<file path="src/sv/aed_pkg.sv">
// ----------------------------------------------------------------------------
// aed_pkg
// Types and constants shared by the escape decoder core and its top level.
// ----------------------------------------------------------------------------
package aed_pkg;

  // result kinds
  typedef enum logic [3:0] {
    KIND_TEXT        = 4'd0,
    KIND_UP          = 4'd1,
    KIND_DOWN        = 4'd2,
    KIND_RIGHT       = 4'd3,
    KIND_LEFT        = 4'd4,
    KIND_NEXT_LINE   = 4'd5,
    KIND_PREV_LINE   = 4'd6,
    KIND_COLUMN      = 4'd7,
    KIND_POSITION    = 4'd8,
    KIND_ERASE_DISP  = 4'd9,
    KIND_ERASE_LINE  = 4'd10
  } aed_kind_e;

  // parser modes
  typedef enum logic [1:0] {
    MODE_GROUND = 2'd0,
    MODE_ESC    = 2'd1,
    MODE_CSI    = 2'd2,
    MODE_OTHER  = 2'd3
  } aed_mode_e;

  typedef struct packed {
    logic [3:0] bg;
    logic [3:0] fg;
    logic       overline;
    logic       strike;
    logic       underline;
    logic       italic;
    logic [1:0] weight;
  } aed_attr_t;

  typedef struct packed {
    logic        emit;
    aed_kind_e   kind;
    logic [7:0]  char_byte;
    logic [15:0] first_value;
    logic [15:0] second_value;
  } aed_result_t;

  localparam logic [3:0] COLOUR_DEFAULT = 4'd8;
  localparam logic [1:0] WEIGHT_NORMAL  = 2'd0;
  localparam logic [1:0] WEIGHT_BOLD    = 2'd1;
  localparam logic [1:0] WEIGHT_FAINT   = 2'd2;

  localparam aed_attr_t ATTR_DEFAULT = '{
    bg:        COLOUR_DEFAULT,
    fg:        COLOUR_DEFAULT,
    overline:  1'b0,
    strike:    1'b0,
    underline: 1'b0,
    italic:    1'b0,
    weight:    WEIGHT_NORMAL
  };

  localparam logic [7:0] CHAR_ESC       = 8'h1B;
  localparam logic [7:0] CHAR_BS        = 8'h08;
  localparam logic [7:0] CHAR_CR        = 8'h0D;
  localparam logic [7:0] CHAR_AT        = 8'h40;
  localparam logic [7:0] CHAR_BRACKET   = 8'h5B;
  localparam logic [7:0] CHAR_SEMICOLON = 8'h3B;
  localparam logic [7:0] CHAR_ZERO      = 8'h30;
  localparam logic [7:0] CHAR_NINE      = 8'h39;

  // select graphic rendition codes
  localparam int unsigned SGR_RESET         = 0;
  localparam int unsigned SGR_BOLD          = 1;
  localparam int unsigned SGR_FAINT         = 2;
  localparam int unsigned SGR_ITALIC        = 3;
  localparam int unsigned SGR_UNDERLINE     = 4;
  localparam int unsigned SGR_STRIKE        = 9;
  localparam int unsigned SGR_NORMAL_WEIGHT = 22;
  localparam int unsigned SGR_NO_UNDERLINE  = 24;
  localparam int unsigned SGR_NO_STRIKE     = 29;
  localparam int unsigned SGR_FG_FIRST      = 30;
  localparam int unsigned SGR_FG_LAST       = 37;
  localparam int unsigned SGR_FG_DEFAULT    = 39;
  localparam int unsigned SGR_BG_FIRST      = 40;
  localparam int unsigned SGR_BG_LAST       = 47;
  localparam int unsigned SGR_BG_DEFAULT    = 49;
  localparam int unsigned SGR_OVERLINE      = 53;
  localparam int unsigned SGR_NO_OVERLINE   = 55;

endpackage

</file>
<file path="src/sv/aed_core.sv">
// ----------------------------------------------------------------------------
// aed_core
// Parser state and per-byte update: sequence tracking, parameter capture,
// command decode and display attribute updates.
// ----------------------------------------------------------------------------
module aed_core import aed_pkg::*; #(
  parameter int unsigned VALUE_BITS = 16
) (
  input  logic        clk_i,
  input  logic        rst_ni,
  input  logic        step_i,
  input  logic [7:0]  byte_i,
  output aed_result_t result_o,
  output aed_attr_t   attr_o
);

  localparam logic [VALUE_BITS-1:0] VAL_ZERO = '0;
  localparam logic [VALUE_BITS-1:0] VAL_ONE  = VALUE_BITS'(1);
  localparam logic [VALUE_BITS-1:0] VAL_TWO  = VALUE_BITS'(2);
  localparam logic [VALUE_BITS-1:0] VAL_MAX  = '1;

  aed_mode_e             mode_q, mode_d;
  logic [VALUE_BITS-1:0] one_q, one_d;
  logic [VALUE_BITS-1:0] two_q, two_d;
  logic [VALUE_BITS-1:0] sec_q, sec_d;
  logic                  sep_q, sep_d;
  logic                  digit_q, digit_d;
  logic                  sep2_q, sep2_d;
  logic                  invalid_q, invalid_d;
  aed_attr_t             attr_q, attr_d;
  aed_attr_t             pend_q, pend_d;

  logic                  is_final;
  logic                  is_digit;
  logic [VALUE_BITS-1:0] sec_res0;
  logic [VALUE_BITS-1:0] sec_res1;
  logic                  single_empty;
  logic [VALUE_BITS-1:0] single1;
  logic [VALUE_BITS-1:0] single0;
  logic [VALUE_BITS-1:0] erase_mode;
  logic [VALUE_BITS+3:0] prod;
  logic [VALUE_BITS-1:0] row;
  logic [VALUE_BITS-1:0] col;

  function automatic aed_attr_t sgr_apply(aed_attr_t a, logic [VALUE_BITS-1:0] c);
    aed_attr_t r;
    r = a;
    if (c == VALUE_BITS'(SGR_RESET)) begin
      r = ATTR_DEFAULT;
    end else if (c == VALUE_BITS'(SGR_BOLD)) begin
      r.weight = WEIGHT_BOLD;
    end else if (c == VALUE_BITS'(SGR_FAINT)) begin
      r.weight = WEIGHT_FAINT;
    end else if (c == VALUE_BITS'(SGR_ITALIC)) begin
      r.italic = 1'b1;
    end else if (c == VALUE_BITS'(SGR_UNDERLINE)) begin
      r.underline = 1'b1;
    end else if (c == VALUE_BITS'(SGR_STRIKE)) begin
      r.strike = 1'b1;
    end else if (c == VALUE_BITS'(SGR_NORMAL_WEIGHT)) begin
      r.weight = WEIGHT_NORMAL;
    end else if (c == VALUE_BITS'(SGR_NO_UNDERLINE)) begin
      r.underline = 1'b0;
    end else if (c == VALUE_BITS'(SGR_NO_STRIKE)) begin
      r.strike = 1'b0;
    end else if (c >= VALUE_BITS'(SGR_FG_FIRST) && c <= VALUE_BITS'(SGR_FG_LAST)) begin
      r.fg = 4'(c - VALUE_BITS'(SGR_FG_FIRST));
    end else if (c == VALUE_BITS'(SGR_FG_DEFAULT)) begin
      r.fg = COLOUR_DEFAULT;
    end else if (c >= VALUE_BITS'(SGR_BG_FIRST) && c <= VALUE_BITS'(SGR_BG_LAST)) begin
      r.bg = 4'(c - VALUE_BITS'(SGR_BG_FIRST));
    end else if (c == VALUE_BITS'(SGR_BG_DEFAULT)) begin
      r.bg = COLOUR_DEFAULT;
    end else if (c == VALUE_BITS'(SGR_OVERLINE)) begin
      r.overline = 1'b1;
    end else if (c == VALUE_BITS'(SGR_NO_OVERLINE)) begin
      r.overline = 1'b0;
    end
    return r;
  endfunction

  assign is_final = (byte_i >= 8'h41 && byte_i <= 8'h5A) ||
                    (byte_i >= 8'h61 && byte_i <= 8'h7A) || (byte_i == CHAR_AT);
  assign is_digit = (byte_i >= CHAR_ZERO) && (byte_i <= CHAR_NINE);

  assign sec_res0 = invalid_q ? VAL_ZERO : (digit_q ? sec_q : VAL_ZERO);
  assign sec_res1 = invalid_q ? VAL_ZERO : (digit_q ? sec_q : VAL_ONE);

  assign single_empty = !sep_q && !digit_q && !invalid_q;
  assign single1 = single_empty ? VAL_ONE : (sep_q ? VAL_ZERO : sec_res0);
  assign single0 = single_empty ? VAL_ZERO : (sep_q ? VAL_ZERO : sec_res0);
  assign erase_mode = (single0 > VAL_TWO) ? VAL_ZERO : single0;

  assign prod = ({4'b0, sec_q} << 3) + ({4'b0, sec_q} << 1) +
                (VALUE_BITS+4)'(byte_i[3:0]);

  always_comb begin
    if (!sep_q) begin
      row = sec_res1;
      col = VAL_ONE;
    end else if (!sep2_q) begin
      row = one_q;
      col = sec_res1;
    end else begin
      row = one_q;
      col = two_q;
    end
  end

  // next state
  always_comb begin
    mode_d    = mode_q;
    one_d     = one_q;
    two_d     = two_q;
    sec_d     = sec_q;
    sep_d     = sep_q;
    digit_d   = digit_q;
    sep2_d    = sep2_q;
    invalid_d = invalid_q;
    attr_d    = attr_q;
    pend_d    = pend_q;
    unique case (mode_q)
      MODE_GROUND: begin
        if (byte_i == CHAR_ESC) begin
          mode_d    = MODE_ESC;
          one_d     = VAL_ZERO;
          two_d     = VAL_ZERO;
          sec_d     = VAL_ZERO;
          sep_d     = 1'b0;
          digit_d   = 1'b0;
          sep2_d    = 1'b0;
          invalid_d = 1'b0;
        end
      end
      MODE_ESC: begin
        if (byte_i == CHAR_BRACKET) begin
          mode_d = MODE_CSI;
          pend_d = attr_q;
        end else if (is_final) begin
          mode_d = MODE_GROUND;
        end else begin
          mode_d = MODE_OTHER;
        end
      end
      MODE_OTHER: begin
        if (is_final) begin
          mode_d = MODE_GROUND;
        end
      end
      MODE_CSI: begin
        priority if (is_digit) begin
          if (!invalid_q) begin
            sec_d   = (|prod[VALUE_BITS+3:VALUE_BITS]) ? VAL_MAX : prod[VALUE_BITS-1:0];
            digit_d = 1'b1;
          end
        end else if (byte_i == CHAR_SEMICOLON) begin
          if (!sep_q) begin
            one_d = sec_res1;
          end else if (!sep2_q) begin
            two_d  = sec_res1;
            sep2_d = 1'b1;
          end
          pend_d    = sgr_apply(pend_q, sec_res0);
          sep_d     = 1'b1;
          sec_d     = VAL_ZERO;
          digit_d   = 1'b0;
          invalid_d = 1'b0;
        end else if (is_final) begin
          mode_d = MODE_GROUND;
          if (byte_i == 8'h6D) begin
            pend_d = sgr_apply(pend_q, sec_res0);
            attr_d = sgr_apply(pend_q, sec_res0);
          end
        end else begin
          invalid_d = 1'b1;
        end
      end
      default: mode_d = MODE_GROUND;
    endcase
  end

  // result decode
  always_comb begin
    result_o = '{emit: 1'b0, kind: KIND_TEXT, char_byte: 8'h00,
                 first_value: 16'h0000, second_value: 16'h0000};
    unique case (mode_q)
      MODE_GROUND: begin
        if (byte_i == CHAR_BS) begin
          result_o.emit        = 1'b1;
          result_o.kind        = KIND_LEFT;
          result_o.first_value = 16'd1;
        end else if (byte_i != CHAR_ESC && byte_i != CHAR_CR) begin
          result_o.emit      = 1'b1;
          result_o.char_byte = byte_i;
        end
      end
      MODE_CSI: begin
        result_o.emit        = 1'b1;
        result_o.first_value = 16'(single1);
        unique case (byte_i)
          8'h41: result_o.kind = KIND_UP;
          8'h42: result_o.kind = KIND_DOWN;
          8'h43: result_o.kind = KIND_RIGHT;
          8'h44: result_o.kind = KIND_LEFT;
          8'h45: result_o.kind = KIND_NEXT_LINE;
          8'h46: result_o.kind = KIND_PREV_LINE;
          8'h47: result_o.kind = KIND_COLUMN;
          8'h48, 8'h66: begin
            result_o.kind         = KIND_POSITION;
            result_o.first_value  = 16'(row);
            result_o.second_value = 16'(col);
          end
          8'h4A: begin
            result_o.kind        = KIND_ERASE_DISP;
            result_o.first_value = 16'(erase_mode);
          end
          8'h4B: begin
            result_o.kind        = KIND_ERASE_LINE;
            result_o.first_value = 16'(erase_mode);
          end
          default: begin
            result_o.emit        = 1'b0;
            result_o.first_value = 16'h0000;
          end
        endcase
      end
      default: result_o.emit = 1'b0;
    endcase
  end

  assign attr_o = attr_q;

  always_ff @(posedge clk_i or negedge rst_ni) begin
    if (!rst_ni) begin
      mode_q    <= MODE_GROUND;
      one_q     <= '0;
      two_q     <= '0;
      sec_q     <= '0;
      sep_q     <= 1'b0;
      digit_q   <= 1'b0;
      sep2_q    <= 1'b0;
      invalid_q <= 1'b0;
      attr_q    <= ATTR_DEFAULT;
      pend_q    <= ATTR_DEFAULT;
    end else if (step_i) begin
      mode_q    <= mode_d;
      one_q     <= one_d;
      two_q     <= two_d;
      sec_q     <= sec_d;
      sep_q     <= sep_d;
      digit_q   <= digit_d;
      sep2_q    <= sep2_d;
      invalid_q <= invalid_d;
      attr_q    <= attr_d;
      pend_q    <= pend_d;
    end
  end

endmodule

</file>
<file path="src/sv/ansi_escape_decoder.sv">
// ----------------------------------------------------------------------------
// ansi_escape_decoder
// Decodes a terminal byte stream into text and cursor/erase commands, with
// the current display attributes attached to every result.
// ----------------------------------------------------------------------------
// One byte is taken per transaction and may be followed by another in the
// next cycle. A byte passes through an input register, is decoded by the
// core, and its result (if any) lands in the output register; sustained
// rate is one byte per cycle, limited only by downstream stall. Bytes that
// give no result (CR, escape sequence bytes, SGR updates) still move
// through the input register without loading the output register.
// Parameter values saturate at 2^VALUE_BITS-1 and are reported in 16 bits.
module ansi_escape_decoder import aed_pkg::*; #(
  parameter int unsigned VALUE_BITS = 16
) (
  input  logic        clk_i,
  input  logic        rst_ni,
  input  logic        in_valid_i,
  output logic        in_stall_o,
  input  logic [7:0]  data_byte_i,
  output logic        out_valid_o,
  input  logic        out_stall_i,
  output logic [3:0]  kind_o,
  output logic [7:0]  char_byte_o,
  output logic [15:0] first_value_o,
  output logic [15:0] second_value_o,
  output logic [1:0]  weight_o,
  output logic        italic_on_o,
  output logic        underline_on_o,
  output logic        strike_on_o,
  output logic        overline_on_o,
  output logic [3:0]  fg_colour_o,
  output logic [3:0]  bg_colour_o
);

  logic        in_valid_q, in_valid_d;
  logic [7:0]  in_byte_q;
  logic        out_valid_q, out_valid_d;
  aed_result_t res_q;
  aed_attr_t   res_attr_q;
  aed_result_t res;
  aed_attr_t   attr;
  logic        step;
  logic        accept;

  assign step       = in_valid_q && !(out_valid_q && out_stall_i);
  assign in_stall_o = in_valid_q && out_valid_q && out_stall_i;
  assign accept     = in_valid_i && !in_stall_o;

  assign in_valid_d  = accept || (in_valid_q && !step);
  assign out_valid_d = (out_valid_q && out_stall_i) || (step && res.emit);

  aed_core #(
    .VALUE_BITS(VALUE_BITS)
  ) u_core (
    .clk_i    (clk_i),
    .rst_ni   (rst_ni),
    .step_i   (step),
    .byte_i   (in_byte_q),
    .result_o (res),
    .attr_o   (attr)
  );

  always_ff @(posedge clk_i or negedge rst_ni) begin
    if (!rst_ni) begin
      in_valid_q  <= 1'b0;
      out_valid_q <= 1'b0;
    end else begin
      in_valid_q  <= in_valid_d;
      out_valid_q <= out_valid_d;
    end
  end

  always_ff @(posedge clk_i) begin
    if (accept) begin
      in_byte_q <= data_byte_i;
    end
    if (step && res.emit) begin
      res_q      <= res;
      res_attr_q <= attr;
    end
  end

  assign out_valid_o    = out_valid_q;
  assign kind_o         = res_q.kind;
  assign char_byte_o    = res_q.char_byte;
  assign first_value_o  = res_q.first_value;
  assign second_value_o = res_q.second_value;
  assign weight_o       = res_attr_q.weight;
  assign italic_on_o    = res_attr_q.italic;
  assign underline_on_o = res_attr_q.underline;
  assign strike_on_o    = res_attr_q.strike;
  assign overline_on_o  = res_attr_q.overline;
  assign fg_colour_o    = res_attr_q.fg;
  assign bg_colour_o    = res_attr_q.bg;

endmodule
</file>
<file path="config.mk">
export PLATFORM = sky130hd
export DESIGN_NAME = ansi_escape_decoder
export DESIGN_NICKNAME = d
export VERILOG_FILES = /design/src/sv/aed_pkg.sv /design/src/sv/aed_core.sv /design/src/sv/ansi_escape_decoder.sv
export SDC_FILE = /design/constraint.sdc
export NUM_CORES = 1
export LEC_CHECK = 0
export CAP_MARGIN = 5
export CORE_ASPECT_RATIO = 0.5
export CORE_UTILIZATION = 61
export CTS_CLUSTER_DIAMETER = 120
export DETAILED_ROUTE_END_ITERATION = 10
export DONT_BUFFER_PORTS = 1
export MAX_ROUTING_LAYER = met4
export PLACE_DENSITY = 0.73
export SYNTH_ARGS = -nofsm -noshare
export SYNTH_HDL_FRONTEND = slang
export SYNTH_HIERARCHICAL = 1
export SYNTH_SLANG_ARGS = --single-unit
export TNS_END_PERCENT = 50
</file>
<file path="constraint.sdc">
create_clock -name clk_i -period 16.6 [get_ports clk_i]
set_input_delay 0.83 -clock clk_i [delete_from_list [all_inputs] [get_ports clk_i]]
set_output_delay 0.83 -clock clk_i [all_outputs]
set_load 0.1 [all_outputs]
</file>
==> results_dict.tcl <==
set metrics [dict create \
    outcome "finished, final reports clean" \
    synth_flop_cell "dfrtp_1" \
    clock-sinks 150 \
    synth_seq_area_share_pct 52.70 \
    critPathCaptureType "flip-flop" \
    root_buffer "clkbuf_16" \
    setup_ws_ns 12.57 \
    finalClockSkew_ns 0.01118 \
    die_x_um 161.5 \
    wl_um 18790 \
    setup_viol 0 \
    post_cts_resized 0 \
    grtUsageTotal_pct 30.85 \
    clkTransAtPathRegs_ns 0.07 \
    synth_edf_count 66 \
    clockBufferDepth 2 \
    htreeDepth 4 \
    dp_hpwl_um 12680 \
    fillCellCount 878 \
    grt_pass1_vias 5487 \
    antenna_found_initial 0 \
    powerDensity_nw_per_um2 145.9 \
    synth_area_um2 7759 \
    clkLatencyLatePin_ns 0.42 \
    vias 6035 \
    die_h_um 81.75 \
    area_growth_pct 8.547 \
    drtAntennaViolNets 0 \
    ys_types 72 \
    diodes 0 \
    setup-tns-final_ns 0 \
    dieArea_um2 13200 \
    post-place-ws_ns 12.28 \
    initial_core_util_pct 64.19 \
    critPathArrivalTime_ns 4.27 \
    gp_congestion 0.9379 \
    post_route_cells_drive_above_1_share_pct 8.690 \
    rsz0062_at_grt "no" \
    first_iter_violations 557 \
    fin_nets 804 \
    via_per_inst 6.448 \
    grt_first_pass_wirelength_um 29850 \
    core_area_um2 12090 \
    fin_crit_sh_pct 24.27 \
    worstReg2RegEnd "u_core/sec_q[14]" \
    async_flop_share_pct 56.00 \
    intPower_mw 0.6825 \
    critical_path_required_ns 16.84 \
    synth_nets 825 \
    p_total_mw 1.229 \
    critPathLaunch "in_byte_q[3]" \
    leakage_nw 3.449 \
    port_buffers 0 \
    cts_tree "yes" \
    grt_max_degree 85 \
    cts_made_buffers 17 \
    syn_inst 779 \
    r2r-start "in_byte_q[3]" \
    first_pass_iters 7 \
    max-vdd-ir-drop_v 0.00008458 \
    grt-ovfl-total 0 \
    avgRoutedWirePerCell_um 20.08 \
    sw_frac_of_total_pct 44.47 \
    combPwrFrac_pct 9.4 \
    hold_buffers 0 \
    slew_headroom_pct 14.60 \
    p_switching_mw 0.5465 \
    cp_max_fo 16 \
    power.share.clock_pct 30.4 \
    drv_slew 0 \
    cp-start-kind "flip-flop" \
    power_frac_seq_pct 60.2 \
    max_freq_mhz 248.3 \
    timing.final.crit_period_ns 4.028 \
    crit_type "flip-flop to flip-flop" \
    rows 28 \
    post-route-drc-count 0 \
    reg2reg_depth 9 \
    post_cts_buffers 0 \
    reg2reg_slack_ns 12.57 \
    syn_avg_cell_area_um2 9.960 \
    yosys_warnings 6 \
    pin_count 72 \
    crit_end "u_core/sec_q[14]" \
    worst_slew_pin_slew_ns 1.272 \
    drv_cap 0 \
    hold_viol_final 0 \
    holdCritPathClass "input port to asynchronous set/reset pin" \
    synth-seq-cells 150 \
]
-- synth_stat cells (3+ instances only) --
library cell	instances	area [µm²]
nand2_1	114	427.9
a21oi_1	82	410.4
dfrtp_1	80	2002
edfxtp_1	66	1982
nor2_1	60	225.2
o21ai_0	56	280.3
clkbuf_1	41	153.9
ha_1	32	400.4
o21ai_1	23	115.1
a31oi_1	16	100.1
nand3_1	14	70.07
a21o_1	12	90.09
inv_1	12	45.04
and2_1	11	68.82
nor3_1	10	50.05
and3_1	9	56.30
xnor2_1	9	78.83
mux2i_1	6	60.06
nand2b_1	6	37.54
nor2b_1	6	37.54
a221oi_1	5	43.79
a41oi_1	5	43.79
mux2_2	5	56.30
or2_2	5	31.28
or3_1	5	31.28
a22oi_1	4	30.03
dfstp_2	4	105.1
o211ai_1	4	30.03
o31ai_1	4	30.03
a21boi_0	3	22.52
nand4_1	3	18.77
nand4b_1	3	26.28
nor4_1	3	18.77
o2111ai_1	3	26.28
o211a_1	3	30.03
o21a_1	3	22.52
o21bai_1	3	22.52
o22ai_1	3	18.77
xor2_1	3	26.28
-- worst max-delay path: stages, from the launching register on --
cell and delay [ns]:
edfxtp_1 0.60, fa_1 0.60, fa_1 0.48, a21o_1 0.19, a221oi_1 0.40, a21oi_1 0.21
o311ai_1 0.29, nand2_1 0.11, mux2i_2 0.73, a41oi_1 0.22
-- how the worst min path moves through the flow --
stage	slack, ns	start	endpoint
2_1_floorplan	0.44	u_core/attr_o[2]	italic_on_o
3_3_place_gp	0.45	u_core/attr_o[5]	overline_on_o
3_5_place_dp	0.45	u_core/attr_o[3]	underline_on_o
4_1_cts	0.1	rst_ni	u_core/sec_q[8]
5_1_grt	0.09	rst_ni	u_core/sec_q[5]
6_report	0.11	rst_ni	u_core/sec_q[8]
-- kinds of logic (layout without fill, tap and decap cells) --
group,Yosys count,in the layout,share of synthesized area (%)
buffers and inverters,59,51,2.983
multiplexers,11,11,1.500
flip-flops,150,150,52.70
adder cells (fa/ha/maj),34,34,5.676
AND/OR/NAND/NOR,269,269,16.74
XOR/XNOR,12,12,1.355
AO/OA/AOI/OAI,244,244,19.05
-- layer usage --
layer  vias up  global-route usage (%)  part of all wire, %
met1      2976                   44.31                   47
met3        10                   7.071                  8.5
met5         -                       -                    0
li1       2799                       -                    -
met4         0                   8.208                 0.57
met2       250                   44.01                   43
-- layout by cell type (no fill, tap or decap), drive strengths merged, types with 12 or more instances in the layout --
cell and n:
nand2 114, a21oi 82, dfrtp 80, o21ai 79, edfxtp 66, nor2 60
ha 32, inv 19, clkbuf 18, a31oi 16, nand3 15, a21o 12
-- state kept, by name, indices dropped and copies added (netlist names), 2 cells and up --
name            cells
first_value_o      16
bg_colour_o         4
u_core/sec_q       16
u_core/two_q       16
in_byte_q           8
u_core/pend_q      14
u_core/one_q       16
u_core/mode_q       2
u_core/attr_o      14
kind_o              4
second_value_o     16
char_byte_o         8
fg_colour_o         4
weight_o            2
-- metrics by stage --
step | area [µm²] | hold WS [ns] | util, % | std cells
final | 8422 | 0.1060 | 69.68 | 936
after global routing | 8422 | 0.08688 | 69.68 | 936
after CTS | 8412 | 0.09669 | 69.60 | 936
after detailed placement | 7835 | 0.4542 | 64.82 | 904
after global placement | 7835 | 0.4516 | 64.82 | 904
after floorplan | 7759 | 0.4404 | - | 779
-- cell type report --
class | count | area (µm²) | share of cell area (%)
Clock buffer | 18 | 439.2 | 5.215
Clock inverter | 14 | 137.6 | 1.634
Inverter | 14 | 52.55 | 0.6240
Multi-Input combinational cell | 570 | 3460 | 41.08
Sequential cell | 150 | 4089 | 48.55
Tap cell | 165 | 206.4 | 2.451
Timing Repair Buffer | 5 | 37.54 | 0.4457
-- power groups by stage --
| stage | combinational [mW] | clock [mW] | sequential, mW |
|---|---|---|---|
| 6_report | 0.115 | 0.374 | 0.740 |
| 5_1_grt | 0.126 | 0.392 | 0.745 |
| 4_1_cts | 0.115 | 0.377 | 0.740 |
| 3_5_place_dp | 0.114 | 0 | 0.747 |
| 3_3_place_gp | 0.111 | 0 | 0.745 |
| 2_1_floorplan | 0.0966 | 0 | 0.736 |
(Power assumes the default switching activity.)
